<file path="config.mk">
export PLATFORM = sky130hd
export DESIGN_NAME = sql_token_lexer_core
export DESIGN_NICKNAME = d
export VERILOG_FILES = /design/src/sqltl_pkg.sv /design/src/sqltl_step.sv /design/src/sqltl_res_fifo.sv /design/src/sql_token_lexer_core.sv
export SDC_FILE = /design/constraint.sdc
export NUM_CORES = 1
export LEC_CHECK = 0
export ABC_CLOCK_PERIOD_IN_PS = 5300
export BUFFER_PORTS_ARGS = -buffer_cell sky130_fd_sc_hd__buf_2
export CAP_MARGIN = 0
export CORE_ASPECT_RATIO = 0.75
export CORE_MARGIN = 5
export CORE_UTILIZATION = 50
export DETAILED_ROUTE_END_ITERATION = 6
export PLACE_DENSITY = 0.64
export SETUP_SLACK_MARGIN = 0.02
export SKIP_CTS_REPAIR_TIMING = 1
export SYNTH_ARGS = -nofsm -noshare
export SYNTH_HDL_FRONTEND = slang
export SYNTH_SLANG_ARGS = --single-unit
</file>
<file path="constraint.sdc">
create_clock -name clk -period 5.3 [get_ports clk]
set_input_delay 1.06 -clock clk [delete_from_list [all_inputs] [get_ports clk]]
set_output_delay 1.06 -clock clk [all_outputs]
set_load 0.01 [all_outputs]
</file>
<file path="src/sqltl_pkg.sv">
// ----------------------------------------------------------------------------
// sqltl_pkg
// Shared types, codes and character class functions of the SQL token lexer.
// ----------------------------------------------------------------------------
package sqltl_pkg;

    localparam int MODE_W = 4;

    localparam logic [MODE_W-1:0] M_IDLE       = 4'd0;
    localparam logic [MODE_W-1:0] M_IDENT      = 4'd1;
    localparam logic [MODE_W-1:0] M_NUMBER     = 4'd2;
    localparam logic [MODE_W-1:0] M_SIGN       = 4'd3;
    localparam logic [MODE_W-1:0] M_STRING     = 4'd4;
    localparam logic [MODE_W-1:0] M_STRING_ESC = 4'd5;
    localparam logic [MODE_W-1:0] M_GT         = 4'd6;
    localparam logic [MODE_W-1:0] M_LT         = 4'd7;
    localparam logic [MODE_W-1:0] M_BANG       = 4'd8;
    localparam logic [MODE_W-1:0] M_HALT       = 4'd9;

    localparam logic [2:0] K_IDENT  = 3'd0;
    localparam logic [2:0] K_NUMBER = 3'd1;
    localparam logic [2:0] K_STRING = 3'd2;
    localparam logic [2:0] K_SYMBOL = 3'd3;
    localparam logic [2:0] K_END    = 3'd4;
    localparam logic [2:0] K_ERROR  = 3'd5;

    localparam logic [3:0] S_COMMA  = 4'd0;
    localparam logic [3:0] S_LPAREN = 4'd1;
    localparam logic [3:0] S_RPAREN = 4'd2;
    localparam logic [3:0] S_DOT    = 4'd3;
    localparam logic [3:0] S_STAR   = 4'd4;
    localparam logic [3:0] S_EQ     = 4'd5;
    localparam logic [3:0] S_GT     = 4'd6;
    localparam logic [3:0] S_LT     = 4'd7;
    localparam logic [3:0] S_GE     = 4'd8;
    localparam logic [3:0] S_LE     = 4'd9;
    localparam logic [3:0] S_NE_BANG  = 4'd10;
    localparam logic [3:0] S_NE_ANGLE = 4'd11;

    localparam logic [1:0] E_NONE      = 2'd0;
    localparam logic [1:0] E_INVALID   = 2'd1;
    localparam logic [1:0] E_UNTERM    = 2'd2;
    localparam logic [1:0] E_TOO_LONG  = 2'd3;

    localparam logic [7:0] CH_UNDERSCORE = 8'h5F;
    localparam logic [7:0] CH_DOT        = 8'h2E;
    localparam logic [7:0] CH_PLUS       = 8'h2B;
    localparam logic [7:0] CH_MINUS      = 8'h2D;
    localparam logic [7:0] CH_COMMA      = 8'h2C;
    localparam logic [7:0] CH_LPAREN     = 8'h28;
    localparam logic [7:0] CH_RPAREN     = 8'h29;
    localparam logic [7:0] CH_STAR       = 8'h2A;
    localparam logic [7:0] CH_EQ         = 8'h3D;
    localparam logic [7:0] CH_GT         = 8'h3E;
    localparam logic [7:0] CH_LT         = 8'h3C;
    localparam logic [7:0] CH_BANG       = 8'h21;
    localparam logic [7:0] CH_SQUOTE     = 8'h27;
    localparam logic [7:0] CH_DQUOTE     = 8'h22;
    localparam logic [7:0] CH_BACKSLASH  = 8'h5C;

    localparam int FIFO_DEPTH = 4;
    localparam int FIFO_PTR_W = 2;
    localparam int FIFO_CNT_W = 3;

    typedef struct packed {
        logic [2:0]  kind;
        logic [3:0]  sym;
        logic [15:0] start;
        logic [15:0] len;
        logic        frac;
        logic [1:0]  err;
        logic        last;
    } result_t;

    function automatic result_t make_res(logic [2:0] kind, logic [3:0] sym,
                                         logic [15:0] start, logic [15:0] len,
                                         logic frac, logic [1:0] err);
        result_t r;
        r.kind  = kind;
        r.sym   = sym;
        r.start = start;
        r.len   = len;
        r.frac  = frac;
        r.err   = err;
        r.last  = 1'b0;
        return r;
    endfunction

    function automatic logic is_digit(logic [7:0] c);
        return (c >= 8'h30) && (c <= 8'h39);
    endfunction

    function automatic logic is_alpha(logic [7:0] c);
        return ((c >= 8'h61) && (c <= 8'h7A)) || ((c >= 8'h41) && (c <= 8'h5A));
    endfunction

    function automatic logic is_word(logic [7:0] c);
        return is_alpha(c) || is_digit(c) || (c == CH_UNDERSCORE);
    endfunction

    function automatic logic is_space(logic [7:0] c);
        return (c == 8'h20) || ((c >= 8'h09) && (c <= 8'h0D));
    endfunction

endpackage

</file>
<file path="src/sqltl_step.sv">
// ----------------------------------------------------------------------------
// sqltl_step
// Next-state and token logic for one query byte or end mark.
// ----------------------------------------------------------------------------
module sqltl_step #(
    parameter int POSITION_BITS = 16
) (
    input  logic                        action,
    input  logic [7:0]                  char_code,
    input  logic [sqltl_pkg::MODE_W-1:0] mode,
    input  logic [POSITION_BITS-1:0]    tstart,
    input  logic [POSITION_BITS-1:0]    pos,
    input  logic                        seen_dot,
    input  logic                        open_quote,
    output logic [sqltl_pkg::MODE_W-1:0] mode_next,
    output logic [POSITION_BITS-1:0]    tstart_next,
    output logic [POSITION_BITS-1:0]    pos_next,
    output logic                        seen_dot_next,
    output logic                        open_quote_next,
    output logic [1:0]                  res_count,
    output sqltl_pkg::result_t          res0,
    output sqltl_pkg::result_t          res1
);
    import sqltl_pkg::*;

    logic        first_v;
    logic        second_v;
    result_t     first;
    result_t     second;
    logic        again;
    logic [15:0] len16;
    logic [15:0] tstart16;
    logic [15:0] pos16;
    logic [7:0]  close_quote;
    logic        sym_hit;
    logic [3:0]  sym_code;

    assign len16       = 16'(pos - tstart);
    assign tstart16    = 16'(tstart);
    assign pos16       = 16'(pos);
    assign close_quote = open_quote ? CH_DQUOTE : CH_SQUOTE;

    always_comb
    begin
        sym_hit  = 1'b1;
        sym_code = S_COMMA;
        unique case (char_code)
            CH_COMMA:  sym_code = S_COMMA;
            CH_LPAREN: sym_code = S_LPAREN;
            CH_RPAREN: sym_code = S_RPAREN;
            CH_DOT:    sym_code = S_DOT;
            CH_STAR:   sym_code = S_STAR;
            CH_EQ:     sym_code = S_EQ;
            default:   sym_hit  = 1'b0;
        endcase
    end

    always_comb
    begin
        mode_next       = mode;
        tstart_next     = tstart;
        pos_next        = pos;
        seen_dot_next   = seen_dot;
        open_quote_next = open_quote;
        first_v         = 1'b0;
        second_v        = 1'b0;
        first           = '0;
        second          = '0;
        again           = 1'b0;
        if (action)
        begin
            unique case (mode)
                M_IDENT:
                begin
                    first_v = 1'b1;
                    first   = make_res(K_IDENT, S_COMMA, tstart16, len16, 1'b0, E_NONE);
                end
                M_NUMBER:
                begin
                    first_v = 1'b1;
                    first   = make_res(K_NUMBER, S_COMMA, tstart16, len16, seen_dot, E_NONE);
                end
                M_GT:
                begin
                    first_v = 1'b1;
                    first   = make_res(K_SYMBOL, S_GT, tstart16, 16'd1, 1'b0, E_NONE);
                end
                M_LT:
                begin
                    first_v = 1'b1;
                    first   = make_res(K_SYMBOL, S_LT, tstart16, 16'd1, 1'b0, E_NONE);
                end
                M_SIGN, M_BANG:
                begin
                    first_v = 1'b1;
                    first   = make_res(K_ERROR, S_COMMA, tstart16, 16'd0, 1'b0, E_INVALID);
                end
                M_STRING, M_STRING_ESC:
                begin
                    first_v = 1'b1;
                    first   = make_res(K_ERROR, S_COMMA, tstart16, 16'd0, 1'b0, E_UNTERM);
                end
                default:
                begin
                end
            endcase
            second_v        = 1'b1;
            second          = make_res(K_END, S_COMMA, pos16, 16'd0, 1'b0, E_NONE);
            mode_next       = M_IDLE;
            tstart_next     = '0;
            pos_next        = '0;
            seen_dot_next   = 1'b0;
            open_quote_next = 1'b0;
        end
        else if (mode == M_HALT)
        begin
        end
        else if (&pos)
        begin
            second_v  = 1'b1;
            second    = make_res(K_ERROR, S_COMMA, pos16, 16'd0, 1'b0, E_TOO_LONG);
            mode_next = M_HALT;
        end
        else
        begin
            unique case (mode)
                M_IDENT:
                begin
                    if (!is_word(char_code))
                    begin
                        first_v   = 1'b1;
                        first     = make_res(K_IDENT, S_COMMA, tstart16, len16, 1'b0, E_NONE);
                        mode_next = M_IDLE;
                        again     = 1'b1;
                    end
                end
                M_SIGN:
                begin
                    if (is_digit(char_code))
                    begin
                        mode_next = M_NUMBER;
                    end
                    else
                    begin
                        second_v  = 1'b1;
                        second    = make_res(K_ERROR, S_COMMA, tstart16, 16'd0, 1'b0,
                                             E_INVALID);
                        mode_next = M_HALT;
                    end
                end
                M_NUMBER:
                begin
                    if (is_digit(char_code))
                    begin
                    end
                    else if ((char_code == CH_DOT) && !seen_dot)
                    begin
                        seen_dot_next = 1'b1;
                    end
                    else
                    begin
                        first_v   = 1'b1;
                        first     = make_res(K_NUMBER, S_COMMA, tstart16, len16, seen_dot,
                                             E_NONE);
                        mode_next = M_IDLE;
                        again     = 1'b1;
                    end
                end
                M_STRING:
                begin
                    if (char_code == close_quote)
                    begin
                        first_v   = 1'b1;
                        first     = make_res(K_STRING, S_COMMA, tstart16, len16, 1'b0, E_NONE);
                        mode_next = M_IDLE;
                    end
                    else if (char_code == CH_BACKSLASH)
                    begin
                        mode_next = M_STRING_ESC;
                    end
                end
                M_STRING_ESC:
                begin
                    mode_next = M_STRING;
                end
                M_GT:
                begin
                    mode_next = M_IDLE;
                    first_v   = 1'b1;
                    if (char_code == CH_EQ)
                    begin
                        first = make_res(K_SYMBOL, S_GE, tstart16, 16'd2, 1'b0, E_NONE);
                    end
                    else
                    begin
                        first = make_res(K_SYMBOL, S_GT, tstart16, 16'd1, 1'b0, E_NONE);
                        again = 1'b1;
                    end
                end
                M_LT:
                begin
                    mode_next = M_IDLE;
                    first_v   = 1'b1;
                    if (char_code == CH_EQ)
                    begin
                        first = make_res(K_SYMBOL, S_LE, tstart16, 16'd2, 1'b0, E_NONE);
                    end
                    else if (char_code == CH_GT)
                    begin
                        first = make_res(K_SYMBOL, S_NE_ANGLE, tstart16, 16'd2, 1'b0, E_NONE);
                    end
                    else
                    begin
                        first = make_res(K_SYMBOL, S_LT, tstart16, 16'd1, 1'b0, E_NONE);
                        again = 1'b1;
                    end
                end
                M_BANG:
                begin
                    if (char_code == CH_EQ)
                    begin
                        first_v   = 1'b1;
                        first     = make_res(K_SYMBOL, S_NE_BANG, tstart16, 16'd2, 1'b0,
                                             E_NONE);
                        mode_next = M_IDLE;
                    end
                    else
                    begin
                        second_v  = 1'b1;
                        second    = make_res(K_ERROR, S_COMMA, tstart16, 16'd0, 1'b0,
                                             E_INVALID);
                        mode_next = M_HALT;
                    end
                end
                default:
                begin
                    again = 1'b1;
                end
            endcase

            if (again)
            begin
                priority if (is_space(char_code))
                begin
                end
                else if (is_alpha(char_code) || (char_code == CH_UNDERSCORE))
                begin
                    mode_next   = M_IDENT;
                    tstart_next = pos;
                end
                else if (is_digit(char_code))
                begin
                    mode_next     = M_NUMBER;
                    seen_dot_next = 1'b0;
                    tstart_next   = pos;
                end
                else if ((char_code == CH_PLUS) || (char_code == CH_MINUS))
                begin
                    mode_next     = M_SIGN;
                    seen_dot_next = 1'b0;
                    tstart_next   = pos;
                end
                else if ((char_code == CH_SQUOTE) || (char_code == CH_DQUOTE))
                begin
                    mode_next       = M_STRING;
                    open_quote_next = (char_code == CH_DQUOTE);
                    tstart_next     = pos + POSITION_BITS'(1);
                end
                else if (char_code == CH_GT)
                begin
                    mode_next   = M_GT;
                    tstart_next = pos;
                end
                else if (char_code == CH_LT)
                begin
                    mode_next   = M_LT;
                    tstart_next = pos;
                end
                else if (char_code == CH_BANG)
                begin
                    mode_next   = M_BANG;
                    tstart_next = pos;
                end
                else if (sym_hit)
                begin
                    second_v = 1'b1;
                    second   = make_res(K_SYMBOL, sym_code, pos16, 16'd1, 1'b0, E_NONE);
                end
                else
                begin
                    second_v  = 1'b1;
                    second    = make_res(K_ERROR, S_COMMA, pos16, 16'd0, 1'b0, E_INVALID);
                    mode_next = M_HALT;
                end
            end

            if (mode_next != M_HALT)
            begin
                pos_next = pos + POSITION_BITS'(1);
            end
        end
    end

    always_comb
    begin
        res_count = 2'(first_v) + 2'(second_v);
        res0      = first_v ? first : second;
        res1      = second;
        if (first_v && second_v)
        begin
            res1.last = 1'b1;
        end
        else
        begin
            res0.last = 1'b1;
        end
    end

endmodule

</file>
<file path="src/sqltl_res_fifo.sv">
// ----------------------------------------------------------------------------
// sqltl_res_fifo
// Small result queue that takes up to two tokens per cycle and gives one.
// ----------------------------------------------------------------------------
module sqltl_res_fifo (
    input  logic                                 clk,
    input  logic                                 rst_n,
    input  logic [1:0]                           push_count,
    input  sqltl_pkg::result_t                   push0,
    input  sqltl_pkg::result_t                   push1,
    input  logic                                 pop,
    output sqltl_pkg::result_t                   head,
    output logic [sqltl_pkg::FIFO_CNT_W-1:0]     count
);
    import sqltl_pkg::*;

    result_t                 mem [FIFO_DEPTH];
    logic [FIFO_PTR_W-1:0]   wptr_reg;
    logic [FIFO_PTR_W-1:0]   wptr_next;
    logic [FIFO_PTR_W-1:0]   rptr_reg;
    logic [FIFO_PTR_W-1:0]   rptr_next;
    logic [FIFO_CNT_W-1:0]   count_reg;
    logic [FIFO_CNT_W-1:0]   count_next;

    assign wptr_next  = wptr_reg + FIFO_PTR_W'(push_count);
    assign rptr_next  = rptr_reg + FIFO_PTR_W'(pop);
    assign count_next = count_reg + FIFO_CNT_W'(push_count) - FIFO_CNT_W'(pop);
    assign head       = mem[rptr_reg];
    assign count      = count_reg;

    always_ff @(posedge clk)
    begin
        if (push_count != 2'd0)
        begin
            mem[wptr_reg] <= push0;
        end
        if (push_count == 2'd2)
        begin
            mem[wptr_reg + FIFO_PTR_W'(1)] <= push1;
        end
    end

    always_ff @(posedge clk or negedge rst_n)
    begin
        if (!rst_n)
        begin
            wptr_reg  <= '0;
            rptr_reg  <= '0;
            count_reg <= '0;
        end
        else
        begin
            wptr_reg  <= wptr_next;
            rptr_reg  <= rptr_next;
            count_reg <= count_next;
        end
    end

endmodule

</file>
<file path="src/sql_token_lexer_core.sv">
// ----------------------------------------------------------------------------
// sql_token_lexer_core
// Streaming SQL tokenizer: query bytes in, token descriptors out.
// ----------------------------------------------------------------------------
// Channel  Dir  tdata                      tuser        tlast
// s_axis   in   [7:0] char_code            [0] action   -
// m_axis   out  [3:0] symbol_code,         [2:0]        last_result
//               [19:4] start_position,     token_kind
//               [35:20] token_length,
//               [36] has_fraction,
//               [38:37] error_code
//
// One word is taken per cycle into the input register; the lexer state and
// its tokens advance from that register. A word yields up to two tokens into
// a four-entry result queue; the output drains one token per cycle while
// m_axis_tready is high, so two-token words set the sustained rate when they
// run in a row. Input stalls only while the queue holds more than two tokens.
// Reset leaves the lexer between tokens at position zero with no clearing pass.
// ----------------------------------------------------------------------------
module sql_token_lexer_core #(
    parameter int POSITION_BITS = 16
) (
    input  logic        clk,
    input  logic        rst_n,
    input  logic        s_axis_tvalid,
    output logic        s_axis_tready,
    input  logic [7:0]  s_axis_tdata,   // char_code
    input  logic [0:0]  s_axis_tuser,   // action
    output logic        m_axis_tvalid,
    input  logic        m_axis_tready,
    output logic [39:0] m_axis_tdata,   // symbol_code, start_position, token_length,
                                        // has_fraction, error_code, zero pad
    output logic [2:0]  m_axis_tuser,   // token_kind
    output logic        m_axis_tlast    // last_result
);
    import sqltl_pkg::*;

    logic                     in_valid_reg;
    logic                     in_action_reg;
    logic [7:0]               in_char_reg;
    logic [MODE_W-1:0]        mode_reg;
    logic [MODE_W-1:0]        mode_next;
    logic [POSITION_BITS-1:0] tstart_reg;
    logic [POSITION_BITS-1:0] tstart_next;
    logic [POSITION_BITS-1:0] pos_reg;
    logic [POSITION_BITS-1:0] pos_next;
    logic                     seen_dot_reg;
    logic                     seen_dot_next;
    logic                     open_quote_reg;
    logic                     open_quote_next;
    logic [1:0]               res_count;
    result_t                  res0;
    result_t                  res1;
    result_t                  head;
    logic [FIFO_CNT_W-1:0]    fifo_count;
    logic                     advance;
    logic                     pop;

    assign advance       = in_valid_reg && (fifo_count <= FIFO_CNT_W'(FIFO_DEPTH - 2));
    assign s_axis_tready = !in_valid_reg || advance;
    assign pop           = m_axis_tready && (fifo_count != '0);

    sqltl_step #(
        .POSITION_BITS (POSITION_BITS)
    ) u_step (
        .action          (in_action_reg),
        .char_code       (in_char_reg),
        .mode            (mode_reg),
        .tstart          (tstart_reg),
        .pos             (pos_reg),
        .seen_dot        (seen_dot_reg),
        .open_quote      (open_quote_reg),
        .mode_next       (mode_next),
        .tstart_next     (tstart_next),
        .pos_next        (pos_next),
        .seen_dot_next   (seen_dot_next),
        .open_quote_next (open_quote_next),
        .res_count       (res_count),
        .res0            (res0),
        .res1            (res1)
    );

    sqltl_res_fifo u_fifo (
        .clk        (clk),
        .rst_n      (rst_n),
        .push_count (advance ? res_count : 2'd0),
        .push0      (res0),
        .push1      (res1),
        .pop        (pop),
        .head       (head),
        .count      (fifo_count)
    );

    always_ff @(posedge clk)
    begin
        if (s_axis_tvalid && s_axis_tready)
        begin
            in_action_reg <= s_axis_tuser[0];
            in_char_reg   <= s_axis_tdata;
        end
    end

    always_ff @(posedge clk or negedge rst_n)
    begin
        if (!rst_n)
        begin
            in_valid_reg   <= 1'b0;
            mode_reg       <= M_IDLE;
            tstart_reg     <= '0;
            pos_reg        <= '0;
            seen_dot_reg   <= 1'b0;
            open_quote_reg <= 1'b0;
        end
        else
        begin
            if (s_axis_tready)
            begin
                in_valid_reg <= s_axis_tvalid;
            end
            if (advance)
            begin
                mode_reg       <= mode_next;
                tstart_reg     <= tstart_next;
                pos_reg        <= pos_next;
                seen_dot_reg   <= seen_dot_next;
                open_quote_reg <= open_quote_next;
            end
        end
    end

    assign m_axis_tvalid = (fifo_count != '0);
    assign m_axis_tdata  = {1'b0, head.err, head.frac, head.len, head.start, head.sym};
    assign m_axis_tuser  = head.kind;
    assign m_axis_tlast  = head.last;

endmodule
</file>
Word-level counts from Yosys, hierarchy flattened
Memory sizes are Yosys's and may differ from the RTL's. Index checks and enable logic that the tools add are counted.

Word-level logic and storage cells: 231. RAM bits: 172. Memories: 1. Register bits after elaboration: 55. Bits of input ports: 13. Output and inout port bits: 46.

Memories: u_fifo.mem (words 4, bits a word 43, read ports 1, clocked after memory_dff 0, wr ports 2, line sqltl_res_fifo.sv:17) `result_t mem [FIFO_DEPTH];`.

Mux-type cells: 131. $add $sub $neg: 8. Magnitude comparators: 9. Reductions and logical operators: 37. Eq/ne operators: 34.

Operators by type and width (number): $mux W43 (21); $pmux W43 S6 (2); $mux W16 (16); $eq A8 B6 Y1 const B (14); $mux W4 (23); $pmux W43 S2 (1); $mux W42 (2); $mux W40 (2); $mux W1 (55); $mux W41 (1); $mux W36 (1); $pmux W4 S7 (1); $add A16 B1 Y16 const B (1); $eq A4 B3 Y1 const B (4); $eq A8 B7 Y1 const B (2); $ge A8 B7 Y1 const B (2); $le A8 B7 Y1 const B (2); $reduce_and A16 Y1 (1); $sub A16 B16 Y16 (1); $pmux W3 S5 (1); $ne A2 B2 Y1 const B (6); $pmux W1 S5 (2); $logic_and A1 B1 Y1 (9); $reduce_and A9 Y1 (1); other kinds (33) (48).

Logic depth before layout (Yosys ltp)
Depth after elaboration: 25. Depth in mapped cells: 19. Depth with buffers taken out: 17.

Hierarchy
From an unflattened synthesis, not the netlist that was laid out.

Cell total of the unflattened synthesis: 1163. Area total of the unflattened synthesis: 14271.2 um^2.

Modules (own cells, without submodules): sqltl_res_fifo (sequential area each 5340.1 um^2, cells each 453, area each 8703.3 um^2, times used 1); sqltl_step (sequential area each 0.0 um^2, cells each 606, area each 3619.7 um^2, times used 1); sql_token_lexer_core (sequential area each 1246.2 um^2, cells each 104, area each 1948.1 um^2, times used 1).

Worst setup path before layout
No wires, ideal clock.

Path kind: reg-to-reg. From: register in_char_reg[6]. To: memory u_fifo.mem[0][31] (netlist bit) (data pin). Path slack: 870 ps. Period minus slack after synthesis: 4430 ps. Stages on the path, launching flop included: 16. Required time: 5132 ps. Buffers on the path: 2. Library setup time: 168 ps. Arrival time: 4262 ps. Cells stage by stage: edfxtp_1 > or3b_1 > buf_2 > o21ai_1 > nand3_1 > o21a_1 > nor2_1 > inv_1 > buf_2 > ha_1 > o21ai_0 > nor3_1 > nor2_1 > inv_1 > o31ai_1 > a211oi_1.

RTL lines: start, declared (line sql_token_lexer_core.sv:40) `logic [7:0] in_char_reg;`; start signal, assigned (line sql_token_lexer_core.sv:99) `in_char_reg <= s_axis_tdata;`; end, declared (line sqltl_res_fifo.sv:17).

==> results.sh <==
export IMPL_status="finished, final reports clean"
export IMPL_grt_pass1_vias=9640
export IMPL_cp_data_required_time_ns=5.58
export IMPL_ys_async_sr_fraction=0.203
export IMPL_gp_congestion=0.932
export IMPL_synth_distinct_cells=85
export IMPL_ir_drop_mv=0.291
export IMPL_port_buffers=57
export IMPL_critPathMaxFanout=17
export IMPL_rows=50
export IMPL_cts_root_buf="clkbuf_16"
export IMPL_netlist_area_mm2=0.0126
export IMPL_hpwl_um=26300
export IMPL_cts_made_buffers=24
export IMPL_fin_worst_skew_ns=0.0108
export IMPL_io_pin_count=59
export IMPL_via_count=10200
export IMPL_drt_pass1_iterations=7
export IMPL_core_mm2=0.0248
export IMPL_overflow=0
export IMPL_setup_viol=0
export IMPL_ys_seq_area_frac=0.470
export IMPL_grt_max_degree=64
export IMPL_drive_above_1_share=0.177
export IMPL_rsz0062_at_grt="false"
export IMPL_tns_ns=0
export IMPL_area_growth_pct=11.7
export IMPL_htreeDepth=1
export IMPL_clkLatencyLatePin_ns=0.53
export IMPL_die_h_um=147
export IMPL_syn_avg_cell_area_um2=10.6
export IMPL_slew_viol_final=0
export IMPL_drt_wirelength_per_cell_um=23.6
export IMPL_cts_num_sinks=227
export IMPL_synth_edf_count=113
export IMPL_final_hold_violation_count=0
export IMPL_drc=0
export IMPL_ys_ff_latch=227
export IMPL_die_width_um=193
export IMPL_grtUsageTotal=0.261
export IMPL_critical_path_class="flop to flop"
export IMPL_syn_inst=1188
export IMPL_postRouteAntennaNets=0
export IMPL_hp_class="flop to flop"
export IMPL_grt_antenna_before_repair=0
export IMPL_start_util=0.506
export IMPL_fmax_mhz=203
export IMPL_layout_min_cycle_time_ns=4.93
export IMPL_largest_register_ffs=172
export IMPL_fin_crit_sh=0.931
export IMPL_worst_setup_path_end_kind="flop"
export IMPL_start_kind="flop"
export IMPL_tightest_slew_ns=1.10
export IMPL_holdWs_ns=0.455
export IMPL_antenna_cells=0
export IMPL_syn_nets=1225
export IMPL_max_slew_margin=0.268
export IMPL_fin_nets=1268
export IMPL_grt_first_pass_wirelength_um=58200
export IMPL_cts_tree="built"
export IMPL_p_leak_nw=4.89
export IMPL_ys_flop_type="edfxtp_1"
export IMPL_powerDensity_mw_per_mm2=567
export IMPL_via_per_inst=6.41
export IMPL_drv_cap=0
export IMPL_wl_um=37400
export IMPL_drtIter0Drc=1395
export IMPL_clk_pin_slew_worst_paths_ns=0.07
export IMPL_cts_buffer_depth=3
export IMPL_yosys_warnings=0
export IMPL_dieArea_mm2=0.0284
export IMPL_arrival_ns=5.21
-- critical path, stage by stage, from the launching register on --
cell and delay, ns:
edfxtp_1 0.60, buf_4 0.26, nand3b_1 0.20, a211oi_4 0.34, o21a_2 0.21, a31o_2 0.24, o21a_1 0.19, a21oi_1 0.11
or2_2 0.31, ha_1 0.26, nand2_1 0.23, nor2_1 0.14, and3_1 0.28, nor2_2 0.57, inv_1 0.47, buf_12 0.29
-- logic make-up after synthesis --
family	after synthesis	share of synthesized area
AO/OA/AOI/OAI	381	0.217
AND/OR/NAND/NOR	332	0.135
flip-flops	227	0.470
buffers and inverters	139	0.0448
multiplexers	49	0.0827
XOR/XNOR	35	0.0244
adder cells (fa/ha/maj)	24	0.0251
other	1	0.000299
-- cells in the final DEF (no fill, tap or decap), types with 11 or more instances in the layout --
| cell type | netlist | final |
|---|---|---|
| nand3_1 | 51 | 51 |
| nand2b_1 | 16 | 16 |
| o22ai_1 | 34 | 34 |
| or3_1 | 14 | 14 |
| o2bb2ai_1 | 66 | 66 |
| dfrtp_1 | 46 | 44 |
| nand2_1 | 79 | 79 |
| o21ai_0 | 94 | 94 |
| nor3_1 | 21 | 21 |
| nor2b_1 | 11 | 11 |
| o41ai_1 | 16 | 16 |
| a22o_1 | 32 | 32 |
| edfxtp_1 | 113 | 113 |
| ha_1 | 22 | 22 |
| nor2_1 | 70 | 69 |
| clkbuf_16 | 0 | 25 |
| inv_1 | 47 | 47 |
| mux4_2 | 43 | 43 |
| dfxtp_1 | 68 | 68 |
| a21oi_1 | 38 | 37 |
| and3_1 | 15 | 15 |
| xnor2_1 | 27 | 27 |
| buf_4 | 3 | 51 |
| buf_2 | 18 | 57 |
| a31oi_1 | 19 | 19 |
-- cell usage after synthesis, types with 3 or more instances --
cell	count	area share
o22ai_1	34	0.017
buf_1	7	0.0021
nor3_1	21	0.0084
a31oi_1	19	0.0095
xor2_1	8	0.0056
o21ai_0	94	0.037
and2_1	10	0.0050
o31ai_1	4	0.0024
a22o_1	32	0.022
a21oi_1	38	0.015
buf_4	3	0.0018
nand3b_1	3	0.0018
nor4_1	6	0.0030
edfxtp_1	113	0.27
nand3_1	51	0.020
or3_1	14	0.0070
xnor2_1	27	0.019
nor2_1	70	0.021
or3_4	4	0.0036
o32ai_1	5	0.0035
mux4_2	43	0.077
nor2b_1	11	0.0055
o2bb2ai_1	66	0.046
o21ai_1	10	0.0040
o21bai_1	3	0.0018
clkbuf_1	63	0.019
mux2i_1	4	0.0032
nand4_1	8	0.0040
dfrtp_1	46	0.092
and3_1	15	0.0075
a21o_1	7	0.0042
inv_1	47	0.014
nand2b_1	16	0.0080
nor4b_1	4	0.0028
or2_2	4	0.0020
a211oi_1	9	0.0054
buf_2	18	0.0072
nand2_1	79	0.024
ha_1	22	0.022
o21a_1	7	0.0042
o41ai_1	16	0.011
o211ai_1	5	0.0030
dfxtp_1	68	0.11
-- stage by stage --
step | utilization | area [um2] | total power [mW] | std cells | setup WS (ns)
2_1_floorplan | - | 12600 | 5.06 | 1188 | 0.870
3_3_place_gp | 0.535 | 13300 | 6.34 | 1543 | 0.178
3_5_place_dp | 0.535 | 13300 | 6.35 | 1543 | 0.0517
4_1_cts | 0.565 | 14000 | 7.96 | 1586 | 0.0314
5_1_grt | 0.565 | 14000 | 8.39 | 1586 | 0.103
6_report | 0.565 | 14000 | 7.95 | 1586 | 0.365
-- where the power goes --
group          leakage [nW]  switching, mW  internal [mW]
Combinational          2.34           2.38           1.37
Clock                 0.360          0.727          0.873
Sequential             2.19          0.290           2.32
Total                  4.89           3.39           4.56
-- layout make-up --
class / instances / area, um2
fill: 2162 / 10800
multi-input combinational: 822 / 6100
sequential: 227 / 5910
timing repair buffer: 109 / 688
clock buffer: 29 / 641
tap: 338 / 423
inverter: 47 / 176
clock inverter: 14 / 96.3
-- path summary, 6_finish.rpt --
path,startpoint,end,slack [ns],cells after the start
setup / recovery,in_char_reg[0],u_fifo.mem[0][35],0.37,15
hold / removal,u_fifo.mem[2][9],u_fifo.mem[2][9],0.45,2
setup reg to reg,in_char_reg[0],u_fifo.mem[0][35],0.37,15
hold reg to reg,u_fifo.mem[2][9],u_fifo.mem[2][9],0.45,2
max in group asynchronous,rst_n,u_fifo.rptr_reg[0],4.18,2
min in group asynchronous,rst_n,pos_reg[0],0.65,2
-- layer usage --
| layer | global-route usage | wire [um] |
|---|---|---|
| met1 | 0.413 | 17000 |
| met2 | 0.371 | 15900 |
| met3 | 0.0494 | 3710 |
| met4 | 0.0573 | 779 |
| met5 | 0 | 0 |
(Power assumes the default switching activity.)
